## src/rtl/ttsb_pkg.sv

```systemverilog
// Shared types and constants for the text terminal scroll buffer.
// Used by the controller, the datapath and the top level; depends on nothing.
`timescale 1ns / 1ps

package ttsb_pkg;

  // Item opcodes.
  localparam logic OP_WRITE = 1'b0;
  localparam logic OP_READ  = 1'b1;

  // Bytes that move the cursor to a new line instead of being stored.
  localparam logic [7:0] CHAR_LF = 8'd10;
  localparam logic [7:0] CHAR_CR = 8'd13;

  typedef enum logic [2:0] {
    ST_CLEAR,
    ST_IDLE,
    ST_EXEC,
    ST_RWAIT,
    ST_SCROLL
  } ttsb_state_t;

  // Commands from the controller to the datapath.
  typedef struct packed {
    logic load;   // capture the item fields
    logic exec;   // run the captured item: store, move cursor, issue read
    logic sweep;  // write zero at the sweep position and advance it
    logic emit;   // register the result and raise the strobe
  } ttsb_cmd_t;

  // Status from the datapath to the controller.
  typedef struct packed {
    logic is_read;
    logic scroll_needed;
    logic sweep_col_last;
    logic sweep_row_last;
  } ttsb_status_t;

endpackage

```

## src/rtl/ttsb_ctrl.sv

```systemverilog
// Controller state machine of the text terminal scroll buffer.
// Depends on ttsb_pkg for the state, command and status types.
`timescale 1ns / 1ps

module ttsb_ctrl (
  input  logic                  clk,
  input  logic                  rst,
  input  logic                  start,
  input  ttsb_pkg::ttsb_status_t status,
  output ttsb_pkg::ttsb_cmd_t    cmd,
  output logic                  busy
);
  import ttsb_pkg::*;

  ttsb_state_t state;
  ttsb_state_t state_next;

  always_ff @(posedge clk) begin
    if (rst) begin
      state <= ST_CLEAR;
    end else begin
      state <= state_next;
    end
  end

  always_comb begin
    state_next = state;
    cmd        = '0;
    busy       = 1'b1;
    case (state)
      ST_CLEAR: begin
        // Sweep every cell to zero after reset.
        cmd.sweep = 1'b1;
        if (status.sweep_col_last && status.sweep_row_last) begin
          state_next = ST_IDLE;
        end
      end
      ST_IDLE: begin
        busy = 1'b0;
        if (start) begin
          cmd.load   = 1'b1;
          state_next = ST_EXEC;
        end
      end
      ST_EXEC: begin
        cmd.exec = 1'b1;
        if (status.is_read) begin
          state_next = ST_RWAIT;
        end else if (status.scroll_needed) begin
          state_next = ST_SCROLL;
        end else begin
          cmd.emit   = 1'b1;
          state_next = ST_IDLE;
        end
      end
      ST_RWAIT: begin
        cmd.emit   = 1'b1;
        state_next = ST_IDLE;
      end
      ST_SCROLL: begin
        cmd.sweep = 1'b1;
        if (status.sweep_col_last) begin
          cmd.emit   = 1'b1;
          state_next = ST_IDLE;
        end
      end
      default: begin
        state_next = ST_CLEAR;
      end
    endcase
  end

endmodule

```

## config.mk

```make
export PLATFORM = sky130hd
export DESIGN_NAME = ttsb_ctrl
export DESIGN_NICKNAME = d
export VERILOG_FILES = /design/src/rtl/ttsb_pkg.sv /design/src/rtl/ttsb_ctrl.sv
export SDC_FILE = /design/constraint.sdc
export NUM_CORES = 1
export LEC_CHECK = 0
export BUFFER_PORTS_ARGS = -buffer_cell sky130_fd_sc_hd__buf_2
export CAP_MARGIN = 20
export CORE_AREA = 2 2 39 41
export CTS_BUF_LIST = sky130_fd_sc_hd__clkbuf_4 sky130_fd_sc_hd__clkbuf_8 sky130_fd_sc_hd__clkbuf_16
export DETAILED_ROUTE_END_ITERATION = 12
export DIE_AREA = 0 0 41 43
export PLACE_DENSITY = 0.46
export SLEW_MARGIN = 20
export SYNTH_ARGS = -nofsm -noshare
export SYNTH_HDL_FRONTEND = slang
export SYNTH_SLANG_ARGS = --single-unit
```

## constraint.sdc

```tcl
create_clock -name clk -period 1 [get_ports clk]
set_input_delay 0 -clock clk [delete_from_list [all_inputs] [get_ports clk]]
set_output_delay 0 -clock clk [all_outputs]
set_load 0.02 [all_outputs]
```

# == Word level (Yosys, flattened, before mapping) ==
# Index checks and enable logic that the tools add are counted.
# W data, S select, Z words.
# word_totals
regBits,3
input_bits,7
output_inout_bits,5
word_cells,27
# classes
n_eq_ne,7
n_mux,15
n_reduce_logical,4
# op_table
cell,count
$mux W3,5
$pmux W3 S5,1
$mux W1,8
$eq A3 B2 Y1 const B,2
$ne A2 B2 Y1 const B,3
$eq A3 B1 Y1 const B,1
$eq A3 B3 Y1 const B,1
$logic_not A3 Y1,1
$pmux W1 S3,1
$reduce_and A3 Y1,1
$reduce_or A2 Y1,1
$logic_and A1 B1 Y1,1

# == Longest topological paths before layout ==
# Gate-level depths: netlist (run 1).
# logic_depth
ltp_word,3
ltp_mapped,4
mapped_depth_nobuf,3

# == Least setup slack after synthesis (run 1) ==
# OpenSTA, ideal clock, no wires.
# synth_path
path_type,flip-flop to flip-flop
from,reg state[2]
to,reg state[1]
setup_time_ns,0.079
t_arrival_ns,1.085
t_required_ns,0.921
slack_ns,-0.164
path_stages_with_launch,5
n_path_buf,1
period_less_slack_ns,1.164
path_cell_list,dfxtp_1 > clkbuf_4 > nor3b_2 > a21oi_1 > a211oi_2
# synth_between
elab_chain_len,3
word_cells_on_any_way,10
classes_between,eq/ne (7); mux (1); reduce/logical (2)
# synth_rtl
element,line,source
start: declaration,ttsb_ctrl.sv:15,ttsb_state_t state;
start signal: assignment,ttsb_ctrl.sv:22,state <= state_next;
"$eq A3 B3 Y1, or another cell as far along",ttsb_ctrl.sv:30,case (state)
$ne A2 B2 Y1 (no source line),-,
$reduce_and A3 Y1 (no source line),-,
# Several ways; a longest one is shown, not always the timed one.
# A chain may end at the register's enable or synchronous reset.

==> results of run 1 <==
==> cell usage after synthesis <==
master                      n
sky130_fd_sc_hd__nand2b_1   1
sky130_fd_sc_hd__and2b_2    1
sky130_fd_sc_hd__nor3b_2    2
sky130_fd_sc_hd__o2111ai_1  1
sky130_fd_sc_hd__or2_0      1
sky130_fd_sc_hd__o41ai_1    1
sky130_fd_sc_hd__inv_1      4
sky130_fd_sc_hd__a32oi_1    1
sky130_fd_sc_hd__o21ai_1    1
sky130_fd_sc_hd__o21bai_1   1
sky130_fd_sc_hd__and2_1     1
sky130_fd_sc_hd__a21oi_1    3
sky130_fd_sc_hd__nor3_1     1
sky130_fd_sc_hd__clkbuf_4   1
sky130_fd_sc_hd__nor2b_1    4
sky130_fd_sc_hd__dfxtp_1    3
sky130_fd_sc_hd__a32o_1     1
sky130_fd_sc_hd__nor2_1     1
sky130_fd_sc_hd__a211oi_2   1
==> path summary, 6_finish.rpt <==
path	endpoint	slack, ps	cells past startpoint
hold reg to reg	state[0]	580	1
setup reg to reg	state[1]	-120	5
setup / recovery	cmd[0]	-210	4
hold / removal	state[0]	40	3
==> cell families (layout without fill, tap and decap cells) <==
group | after synthesis | after routing
AND/OR/NAND/NOR | 12 | 12
flip-flops | 3 | 3
buffers and inverters | 5 | 23
AO/OA/AOI/OAI | 10 | 10
==> worst reg2reg max path, stage by stage (launching register included) <==
cell                       delay (ps)
sky130_fd_sc_hd__dfxtp_4          350
sky130_fd_sc_hd__buf_4            140
sky130_fd_sc_hd__buf_4            130
sky130_fd_sc_hd__and2b_2          210
sky130_fd_sc_hd__o21ai_2           60
sky130_fd_sc_hd__a211oi_2         160
==> metal layers <==
metal	vias up	routed length [um]	part of all wire
li1	146	-	-
met1	132	314	0.46
met2	10	305	0.45
met3	2	44	0.065
met4	0	17	0.025
met5	-	0	0
==> final cells by class <==
class	count	area, sq um	area share
flip-flops and latches	3	66.3	0.158
multi-input cells	22	175	0.418
inverters	4	15.0	0.0358
clock buffers	4	30.0	0.0716
well taps	16	20.0	0.0478
repair buffers	15	113	0.269
==> power by group through the flow <==
stage,registers [mW],logic (mW),clock network (mW)
floorplan,0.133,0.0483,0
global placement,0.135,0.0931,0
detailed placement,0.135,0.0922,0
CTS,0.131,0.109,0.255
global route,0.132,0.120,0.262
finish,0.131,0.108,0.259
==> what timing repair did <==
item                                    in CTS  in global routing
hold endpoints to repair                     2                  0
endpoints found under the setup margin       8                  7
hold buffers                                 1                  0
gates cloned                                 0                  0
pin swaps                                    1                  0
resized for setup                            9                  1
buffers inserted                             2                  0
==> results.py, run 1 <==
metrics = {
    "synthesis": {
        "postSynthAreaPerCell_sq_um": 8.17,
        "synth.top_cells.by_area": "sky130_fd_sc_hd__dfxtp_1 (24%), sky130_fd_sc_hd__nor2b_1 (10%), sky130_fd_sc_hd__nor3b_2 (10%)",
        "syn-cell-area_sq_um": 245,
        "synth-adder-area-share": 0,
        "synth_mux_area_frac": 0,
        "synthDominantAreaCellType": "sky130_fd_sc_hd__dfxtp_1",
        "compound_cell_area_share_of_the_yosys_netlist": 0.311,
        "post_synth_num_cell_types": 19,
        "synthDominantCellAreaShare": 0.245,
        "synth-seq-cells": 3,
        "synth_xor_area_frac": 0,
        "synth.yosys.seq_area_share": 0.245,
        "synthesis_warning_total": 0,
        "synthCells": 30,
        "synth_top_family_by_area": "simple AND/OR/NAND/NOR gates",
        "synth_nets": 37,
        "synth-simple-area-share": 0.352,
    },
    "cells_and_area": {
        "nets": 56,
        "stdcell_count": 64,
        "flow.area_growth_from_synthesis_pct": 70.9,
        "largest-register": "state",
        "postLayoutCoreUtil": 0.303,
        "layout_commonest_cell": "sky130_fd_sc_hd__buf_2",
        "final_area_sq_um": 419,
        "antennaDiodeCount": 0,
        "layout_common_cells": "sky130_fd_sc_hd__buf_2 (9), sky130_fd_sc_hd__inv_1 (4), sky130_fd_sc_hd__clkbuf_4 (4)",
        "fraction_of_layout_instances_using_a_drive_strength_above_1": 0.563,
        "largest_register_ff_count": 3,
        "fillerInstances": 159,
        "largest_registers": "state: 3 flops",
    },
    "placement": {
        "placed_cells_incl_taps": 57,
        "detailedPlace.worstSlack_ps": -66.6,
        "gpl.final_weighted_congestion": 0.728,
        "place.port_buffers": 11,
        "postPlaceCellArea_sq_um": 339,
    },
    "global_routing": {
        "grt_most_used_layer": "met2",
        "vias_in_the_first_global_route": 241,
        "leftover_overflow_at_the_end_of_global_routing": 0,
        "grt_antenna_before_repair": 0,
        "globalRouteMet1Util": 0.121,
        "grt_start_max_net_pins": 10,
        "gr-usage-all-layers": 0.0932,
        "grt.met2_usage": 0.122,
        "wire_length_of_the_first_global_routing_pass_um": 1080,
        "grt_use_met3": 0.0366,
    },
    "outcome": {
        "failed_checks": "setup timing",
        "run_status": "finished, violations left",
    },
    "power": {
        "vdd.ir_drop.worst_mv": 0.351,
        "clock_power_share": 0.520,
        "pwr-share-comb": 0.218,
        "netSwitchingFraction": 0.281,
        "total_leakage_power_nw": 0.182,
        "power.total_mw": 0.499,
        "switching_power_mw": 0.140,
        "share_of_total_power_in_sequential_cells": 0.263,
        "cell_internal_pwr_mw": 0.359,
        "cellPowerDensity_mw_per_mm2": 1190,
    },
    "timing": {
        "timing.final.ws_setup_ps": -208,
        "final-setup-viol-count": 5,
        "finalClockSkew_ps": 0.326,
        "hold_slack_ps": 44.5,
        "final-hold-violation-count": 0,
        "maxSlewHeadroom": 0.811,
        "clock.fmax_mhz": 828,
        "setup_total_negative_slack_ps": -577,
        "timing_max_transition_violations_final": 0,
        "tightest_slew_ps": 280,
        "min_period_over_period": 1.21,
        "period_minus_slack_ps": 1210,
        "unrepaired_setup_endpoints_after_global_routing": "yes",
    },
    "critical_path": {
        "largest_delay_share_family_worst_path": "flip-flops",
        "crit_path_start": "state[0]",
        "critical-path-slowest-cell": "sky130_fd_sc_hd__dfxtp_4",
        "category_of_the_most_critical_setup_path": "flip-flop to primary output",
        "critical_path.max_stage_delay_ps": 350,
        "crit_arrival_ps": 1210,
        "path_cells": "buf_12 -> o21bai_1 -> a32o_1 -> buf_6",
        "crit_path_start_kind": "flip-flop",
        "critPathRequiredTime_ps": 1000,
        "critical_path.endpoint_type": "primary output",
        "cp_buf_inv_count": 2,
        "critical_path.max_fanout": 4,
        "worstReg2RegStart": "state[0]",
    },
    "routing": {
        "detail_route.first_pass.iterations": 3,
        "routed_via_density": 4.53,
        "wl_per_cell_um": 10.7,
        "drc": 0,
        "vias": 290,
        "detail-route-antenna-nets": 0,
        "dr_iter_0_viols": 2,
        "drt_wl_total_um": 682,
    },
    "hold_path": {
        "min_path_type": "input port to flip-flop",
        "worstHoldStart": "status[0]",
    },
    "clock_network": {
        "cts-buffers-inserted": 3,
        "clock_latency_of_the_later_clocked_register_in_the_worst_skew_pair_ps": 240,
        "clk_pin_slew_worst_paths_ps": 40,
        "number_of_clock_sinks": 3,
        "cts_htree_levels": 1,
        "maximum_buffer_depth_of_the_clock_tree": 2,
        "tritoncts": "done",
        "clk_root_buffer_cell": "sky130_fd_sc_hd__clkbuf_4",
    },
    "floorplanning": {
        "die_h_um": 43,
        "io_pins": 12,
        "core.rowCount": 14,
        "design.die.area_sq_mm": 0.00176,
        "core_region_area_sq_mm": 0.00138,
        "fp.dieW_um": 41,
        "floorplan.initialDensity": 0.177,
    },
    "run": {
        "timing.max_cap.violations": 0,
    },
}
Note: power is estimated with default switching activity, not from simulation.
==> inputs of run 2 (changes only) <==
--- a/config.mk
+++ b/config.mk
@@ -11,6 +11,7 @@
 export CTS_BUF_LIST = sky130_fd_sc_hd__clkbuf_4 sky130_fd_sc_hd__clkbuf_8 sky130_fd_sc_hd__clkbuf_16
 export DETAILED_ROUTE_END_ITERATION = 12
 export DIE_AREA = 0 0 41 43
+export MAX_ROUTING_LAYER = met4
 export PLACE_DENSITY = 0.46
 export SLEW_MARGIN = 20
 export SYNTH_ARGS = -nofsm -noshare
==> run 2 against run 1 <==
Net effect:
- critical path depth unchanged
- power about the same
- sequential share of layout area unchanged
- combinational power about the same
- final cell count unchanged
- the flow still finishes with violations (setup timing)
- non-clock buffer count unchanged
- maximum frequency about the same
- critical path type unchanged
- clock-buffer cell count unchanged
==> results.py, run 2 (synthesized netlist as in run 1, its figures left out) <==
metrics = {
    "outcome": {
        "run_status": "finished, violations left",
        "failed_checks": "setup timing",
    },
    "routing": {
        "drt_wl_total_um": 683,
        "dr_iter_0_viols": 2,
        "detail-route-antenna-nets": 0,
        "vias": 287,
        "drc": 0,
        "routed_via_density": 4.48,
        "detail_route.first_pass.iterations": 3,
        "wl_per_cell_um": 10.7,
    },
    "hold_path": {
        "worstHoldStart": "status[0]",
        "worstHoldPathCells": 3,
        "min_path_type": "input port to flip-flop",
        "timing.hold.worst_endpoint": "state[0]",
    },
    "timing": {
        "final-setup-viol-count": 5,
        "final-hold-violation-count": 0,
        "hold_slack_ps": 45.0,
        "tightest_slew_ps": 280,
        "timing_max_transition_violations_final": 0,
        "clock.fmax_mhz": 828,
        "min_period_over_period": 1.21,
        "unrepaired_setup_endpoints_after_global_routing": "yes",
        "maxSlewHeadroom": 0.811,
        "finalClockSkew_ps": 0.324,
        "timing.final.ws_setup_ps": -208,
        "period_minus_slack_ps": 1210,
    },
    "global_routing": {
        "wire_length_of_the_first_global_routing_pass_um": 1080,
        "vias_in_the_first_global_route": 241,
        "leftover_overflow_at_the_end_of_global_routing": 0,
        "grt_antenna_before_repair": 0,
        "grt_start_max_net_pins": 10,
        "gr-usage-all-layers": 0.0955,
    },
    "cells_and_area": {
        "layout_common_cells": "sky130_fd_sc_hd__buf_2 (9), sky130_fd_sc_hd__inv_1 (4), sky130_fd_sc_hd__clkbuf_4 (4)",
        "nets": 56,
        "multiInputGateArea_sq_um": 175,
        "layout_commonest_cell": "sky130_fd_sc_hd__buf_2",
        "largest-register": "state",
        "fraction_of_layout_instances_using_a_drive_strength_above_1": 0.563,
        "flow.area_growth_from_synthesis_pct": 70.9,
        "largest_register_ff_count": 3,
        "sequential_cell_area_sq_um": 66.3,
        "fillerInstances": 159,
        "largest_registers": "state: 3 flops",
        "postLayoutCoreUtil": 0.303,
        "antennaDiodeCount": 0,
        "final_area_sq_um": 419,
    },
    "floorplanning": {
        "core_region_area_sq_mm": 0.00138,
        "die_h_um": 43,
        "fp.dieW_um": 41,
        "core.rowCount": 14,
        "io_pins": 12,
        "floorplan.initialDensity": 0.177,
        "design.die.area_sq_mm": 0.00176,
    },
    "power": {
        "total_leakage_power_nw": 0.182,
        "cellPowerDensity_mw_per_mm2": 1190,
        "vdd.ir_drop.worst_mv": 0.350,
    },
    "critical_path": {
        "crit_path_start_kind": "flip-flop",
        "crit_arrival_ps": 1210,
        "ff2ff_setup_slack_ps": -120,
        "worstReg2RegStart": "state[0]",
        "critical_path.endpoint_type": "primary output",
        "category_of_the_most_critical_setup_path": "flip-flop to primary output",
        "ff2ff_path_depth": 5,
        "critical_path.max_fanout": 4,
        "critPathRequiredTime_ps": 1000,
        "r2r_end": "state[1]",
    },
    "clock_network": {
        "number_of_clock_sinks": 3,
        "cts_htree_levels": 1,
        "cts-buffers-inserted": 3,
        "tritoncts": "done",
        "maximum_buffer_depth_of_the_clock_tree": 2,
        "clk_pin_slew_worst_paths_ps": 40,
        "clk_root_buffer_cell": "sky130_fd_sc_hd__clkbuf_4",
        "clock_latency_of_the_later_clocked_register_in_the_worst_skew_pair_ps": 240,
    },
    "run": {
        "timing.max_cap.violations": 0,
    },
    "placement": {
        "detailedPlace.worstSlack_ps": -66.6,
        "gpl.final_weighted_congestion": 0.736,
        "place.port_buffers": 11,
        "postPlaceCellArea_sq_um": 339,
    },
}
==> run 2: critical path, stage by stage (launching register included) <==
cell	delay, ps
sky130_fd_sc_hd__dfxtp_4	350
sky130_fd_sc_hd__buf_12	120
sky130_fd_sc_hd__o21bai_1	140
sky130_fd_sc_hd__a32o_1	210
sky130_fd_sc_hd__buf_6	130
==> run 2: cell type report <==
cell class,instances,area share
tap,16,0.0478
sequential,3,0.158
clock buffer,4,0.0716
inverter,4,0.0358
timing repair buffer,15,0.269
multi-input combinational,22,0.418
==> run 2: per-stage QoR <==
step / instances / TNS (ps) / power (mW)
2_1_floorplan: 30 / -254 / 0.181
3_3_place_gp: 57 / -189 / 0.228
3_5_place_dp: 57 / -195 / 0.227
4_1_cts: 64 / -598 / 0.495
5_1_grt: 64 / -976 / 0.514
6_report: 64 / -576 / 0.499
==> run 2: how the worst max path moves through the flow <==
stage,from,to,slack [ps]
floorplan,state[0],cmd[0],-90
global placement,state[0],state[1],-70
detailed placement,state[2],state[1],-70
CTS,state[0],cmd[0],-210
global route,state[0],cmd[0],-250
finish,state[0],cmd[0],-210
==> run 2: layer usage <==
metal / wire length (um) / GRT usage / up-vias / share of wire
met5: 0 / - / - / 0
met4: 17 / 0.0600 / 0 / 0.025
met3: 43 / 0.0314 / 2 / 0.063
met2: 306 / 0.122 / 10 / 0.45
met1: 315 / 0.125 / 129 / 0.46
li1: - / - / 146 / -
==> run 2: timing repair <==
action / in CTS / in global routing
endpoints found under the setup margin: 8 / 7
pin swaps: 1 / 0
buffers inserted: 2 / 0
cloned: 0 / 0
hold buffers: 1 / 0
gates resized for setup: 9 / 1
hold endpoints to repair: 2 / 0
==> run 2: report_power, final <==
group | internal (mW) | total, mW | switching [mW]
clock | 0.178 | 0.259 | 0.0814
sequential | 0.124 | 0.131 | 0.00723
combinational | 0.0570 | 0.108 | 0.0514
==> inputs of run 3 (changes only) <==
--- a/config.mk
+++ b/config.mk
@@ -13,6 +13,7 @@
 export DIE_AREA = 0 0 41 43
 export MAX_ROUTING_LAYER = met4
 export PLACE_DENSITY = 0.46
+export REMOVE_ABC_BUFFERS = 1
 export SLEW_MARGIN = 20
 export SYNTH_ARGS = -nofsm -noshare
 export SYNTH_HDL_FRONTEND = slang
==> run 3 against run 2 <==
Net effect:
- clock power fell by 7%
- design area rose by 5.4%
- highest routed layer is now met3
- critical endpoint is now state[1]
- core utilization rose by 1.6 points
- maximum frequency rose by 9.5%
- the run still ends with setup timing left
==> results.py, run 3 (synthesized netlist as in run 1, its figures left out) <==
metrics = {
    "outcome": {
        "run_status": "finished, violations left",
        "failed_checks": "setup timing",
    },
    "critical_path": {
        "largest_delay_share_family_worst_path": "flip-flops",
        "critical-path-slowest-cell": "sky130_fd_sc_hd__dfxtp_4",
        "ff2ff_path_depth": 4,
        "cp_buf_inv_count": 1,
        "category_of_the_most_critical_setup_path": "flip-flop to flip-flop",
        "cp.depth": 4,
        "critical_path.endpoint_type": "flip-flop",
        "crit_arrival_ps": 1250,
        "critPathRequiredTime_ps": 1150,
        "crit_path_start_kind": "flip-flop",
        "critical_path.max_fanout": 5,
        "r2r_end": "state[1]",
        "ff2ff_setup_slack_ps": -100,
        "critical_path.max_stage_delay_ps": 380,
        "path_cells": "buf_2 -> nor2b_2 -> o21ai_1 -> a211oi_2",
        "worstReg2RegStart": "state[2]",
    },
    "cells_and_area": {
        "largest_register_ff_count": 3,
        "largest-register": "state",
        "fraction_of_layout_instances_using_a_drive_strength_above_1": 0.620,
        "postLayoutCoreUtil": 0.319,
        "nets": 58,
        "fillerInstances": 149,
        "layout_commonest_cell": "sky130_fd_sc_hd__buf_2",
        "stdcell_count": 66,
        "largest_registers": "state: 3 flops",
        "flow.area_growth_from_synthesis_pct": 80.1,
        "antennaDiodeCount": 0,
        "layout_common_cells": "sky130_fd_sc_hd__buf_2 (8), sky130_fd_sc_hd__buf_4 (5), sky130_fd_sc_hd__inv_1 (4), sky130_fd_sc_hd__clkbuf_4 (4)",
    },
    "timing": {
        "final-setup-viol-count": 7,
        "setup_total_negative_slack_ps": -399,
        "finalClockSkew_ps": 6.03,
        "tightest_slew_ps": 235,
        "timing.final.ws_setup_ps": -103,
        "final-hold-violation-count": 0,
        "unrepaired_setup_endpoints_after_global_routing": "yes",
        "maxSlewHeadroom": 0.843,
        "clock.fmax_mhz": 906,
        "timing_max_transition_violations_final": 0,
        "period_minus_slack_ps": 1100,
        "min_period_over_period": 1.10,
    },
    "placement": {
        "place.port_buffers": 11,
        "detailedPlace.worstSlack_ps": -54.7,
        "placed_cells_incl_taps": 56,
        "place_hpwl_um": 446,
        "gpl.final_weighted_congestion": 0.726,
    },
    "routing": {
        "drt_wl_total_um": 756,
        "detail-route-antenna-nets": 0,
        "dr_iter_0_viols": 1,
        "wl_per_cell_um": 11.5,
        "drc": 0,
        "vias": 293,
        "detail_route.first_pass.iterations": 2,
        "routed_via_density": 4.44,
    },
    "clock_network": {
        "cts-buffers-inserted": 3,
        "clock_latency_of_the_later_clocked_register_in_the_worst_skew_pair_ps": 230,
        "clk_pin_slew_worst_paths_ps": 40,
        "clk_root_buffer_cell": "sky130_fd_sc_hd__clkbuf_4",
        "cts_htree_levels": 1,
        "number_of_clock_sinks": 3,
        "tritoncts": "done",
        "maximum_buffer_depth_of_the_clock_tree": 2,
    },
    "power": {
        "cellPowerDensity_mw_per_mm2": 1080,
        "power.total_mw": 0.476,
        "total_leakage_power_nw": 0.200,
        "vdd.ir_drop.worst_mv": 0.743,
    },
    "floorplanning": {
        "design.die.area_sq_mm": 0.00176,
        "io_pins": 12,
        "core.rowCount": 14,
        "core_region_area_sq_mm": 0.00138,
        "floorplan.initialDensity": 0.177,
        "die_h_um": 43,
        "fp.dieW_um": 41,
    },
    "hold_path": {
        "min_path_type": "input port to flip-flop",
        "worstHoldPathCells": 3,
        "timing.hold.worst_endpoint": "state[0]",
        "worstHoldStart": "status[0]",
    },
    "global_routing": {
        "grt_start_max_net_pins": 10,
        "wire_length_of_the_first_global_routing_pass_um": 1060,
        "grt_antenna_before_repair": 0,
        "gr-usage-all-layers": 0.0935,
        "leftover_overflow_at_the_end_of_global_routing": 0,
        "vias_in_the_first_global_route": 270,
    },
    "run": {
        "timing.max_cap.violations": 0,
    },
}
==> run 3: metrics by stage <==
stage,instance area (sq um),hold WS [ps]
after floorplan,238,73.0
after global placement,313,226
after detailed placement,313,229
after CTS,415,67.6
after global routing,442,99.3
final,442,85.4
==> run 3: repair_timing <==
action | 4_1_cts | 5_1_grt
hold endpoints to repair | 2 | 0
setup buffers | 3 | 2
pin swaps | 3 | 3
endpoints found under the setup margin | 6 | 6
hold buffers | 1 | 0
gates resized for setup | 15 | 4
==> run 3: worst register-to-register path: cells and delay by family (launching register included) <==
family	cells	cell delay (ps)
compound gates	2	310
buf+inv	1	160
flops	1	380
simple gates	1	170
==> run 3: how the worst max path moves through the flow <==
stage              from       end
6_report       state[2]  state[1]
5_1_grt        state[2]    cmd[3]
4_1_cts        state[1]    cmd[0]
3_5_place_dp   state[0]  state[1]
3_3_place_gp   state[0]  state[1]
2_1_floorplan  state[1]  state[1]
==> run 3: power by group <==
part	leakage [nW]	internal (mW)	total, mW	switching (mW)
registers	0.0267	0.119	0.127	0.00837
clock network	0.0184	0.177	0.241	0.0645
logic	0.155	0.0562	0.107	0.0510
==> run 3: layout make-up <==
type | instances | area (sq um) | area share
Inverter | 4 | 15.0 | 0.0340
Clock buffer | 4 | 30.0 | 0.0680
Multi-Input combinational cell | 22 | 184 | 0.416
Sequential cell | 3 | 71.3 | 0.161
Timing Repair Buffer | 17 | 121 | 0.275
Tap cell | 16 | 20.0 | 0.0453
==> run 3: routing by layer <==
metal	GRT usage	up-vias	wire, um
met5	-	-	0
li1	-	147	-
met2	0.134	7	421
met3	0.0157	0	28
met4	0.0800	0	0
met1	0.106	139	306
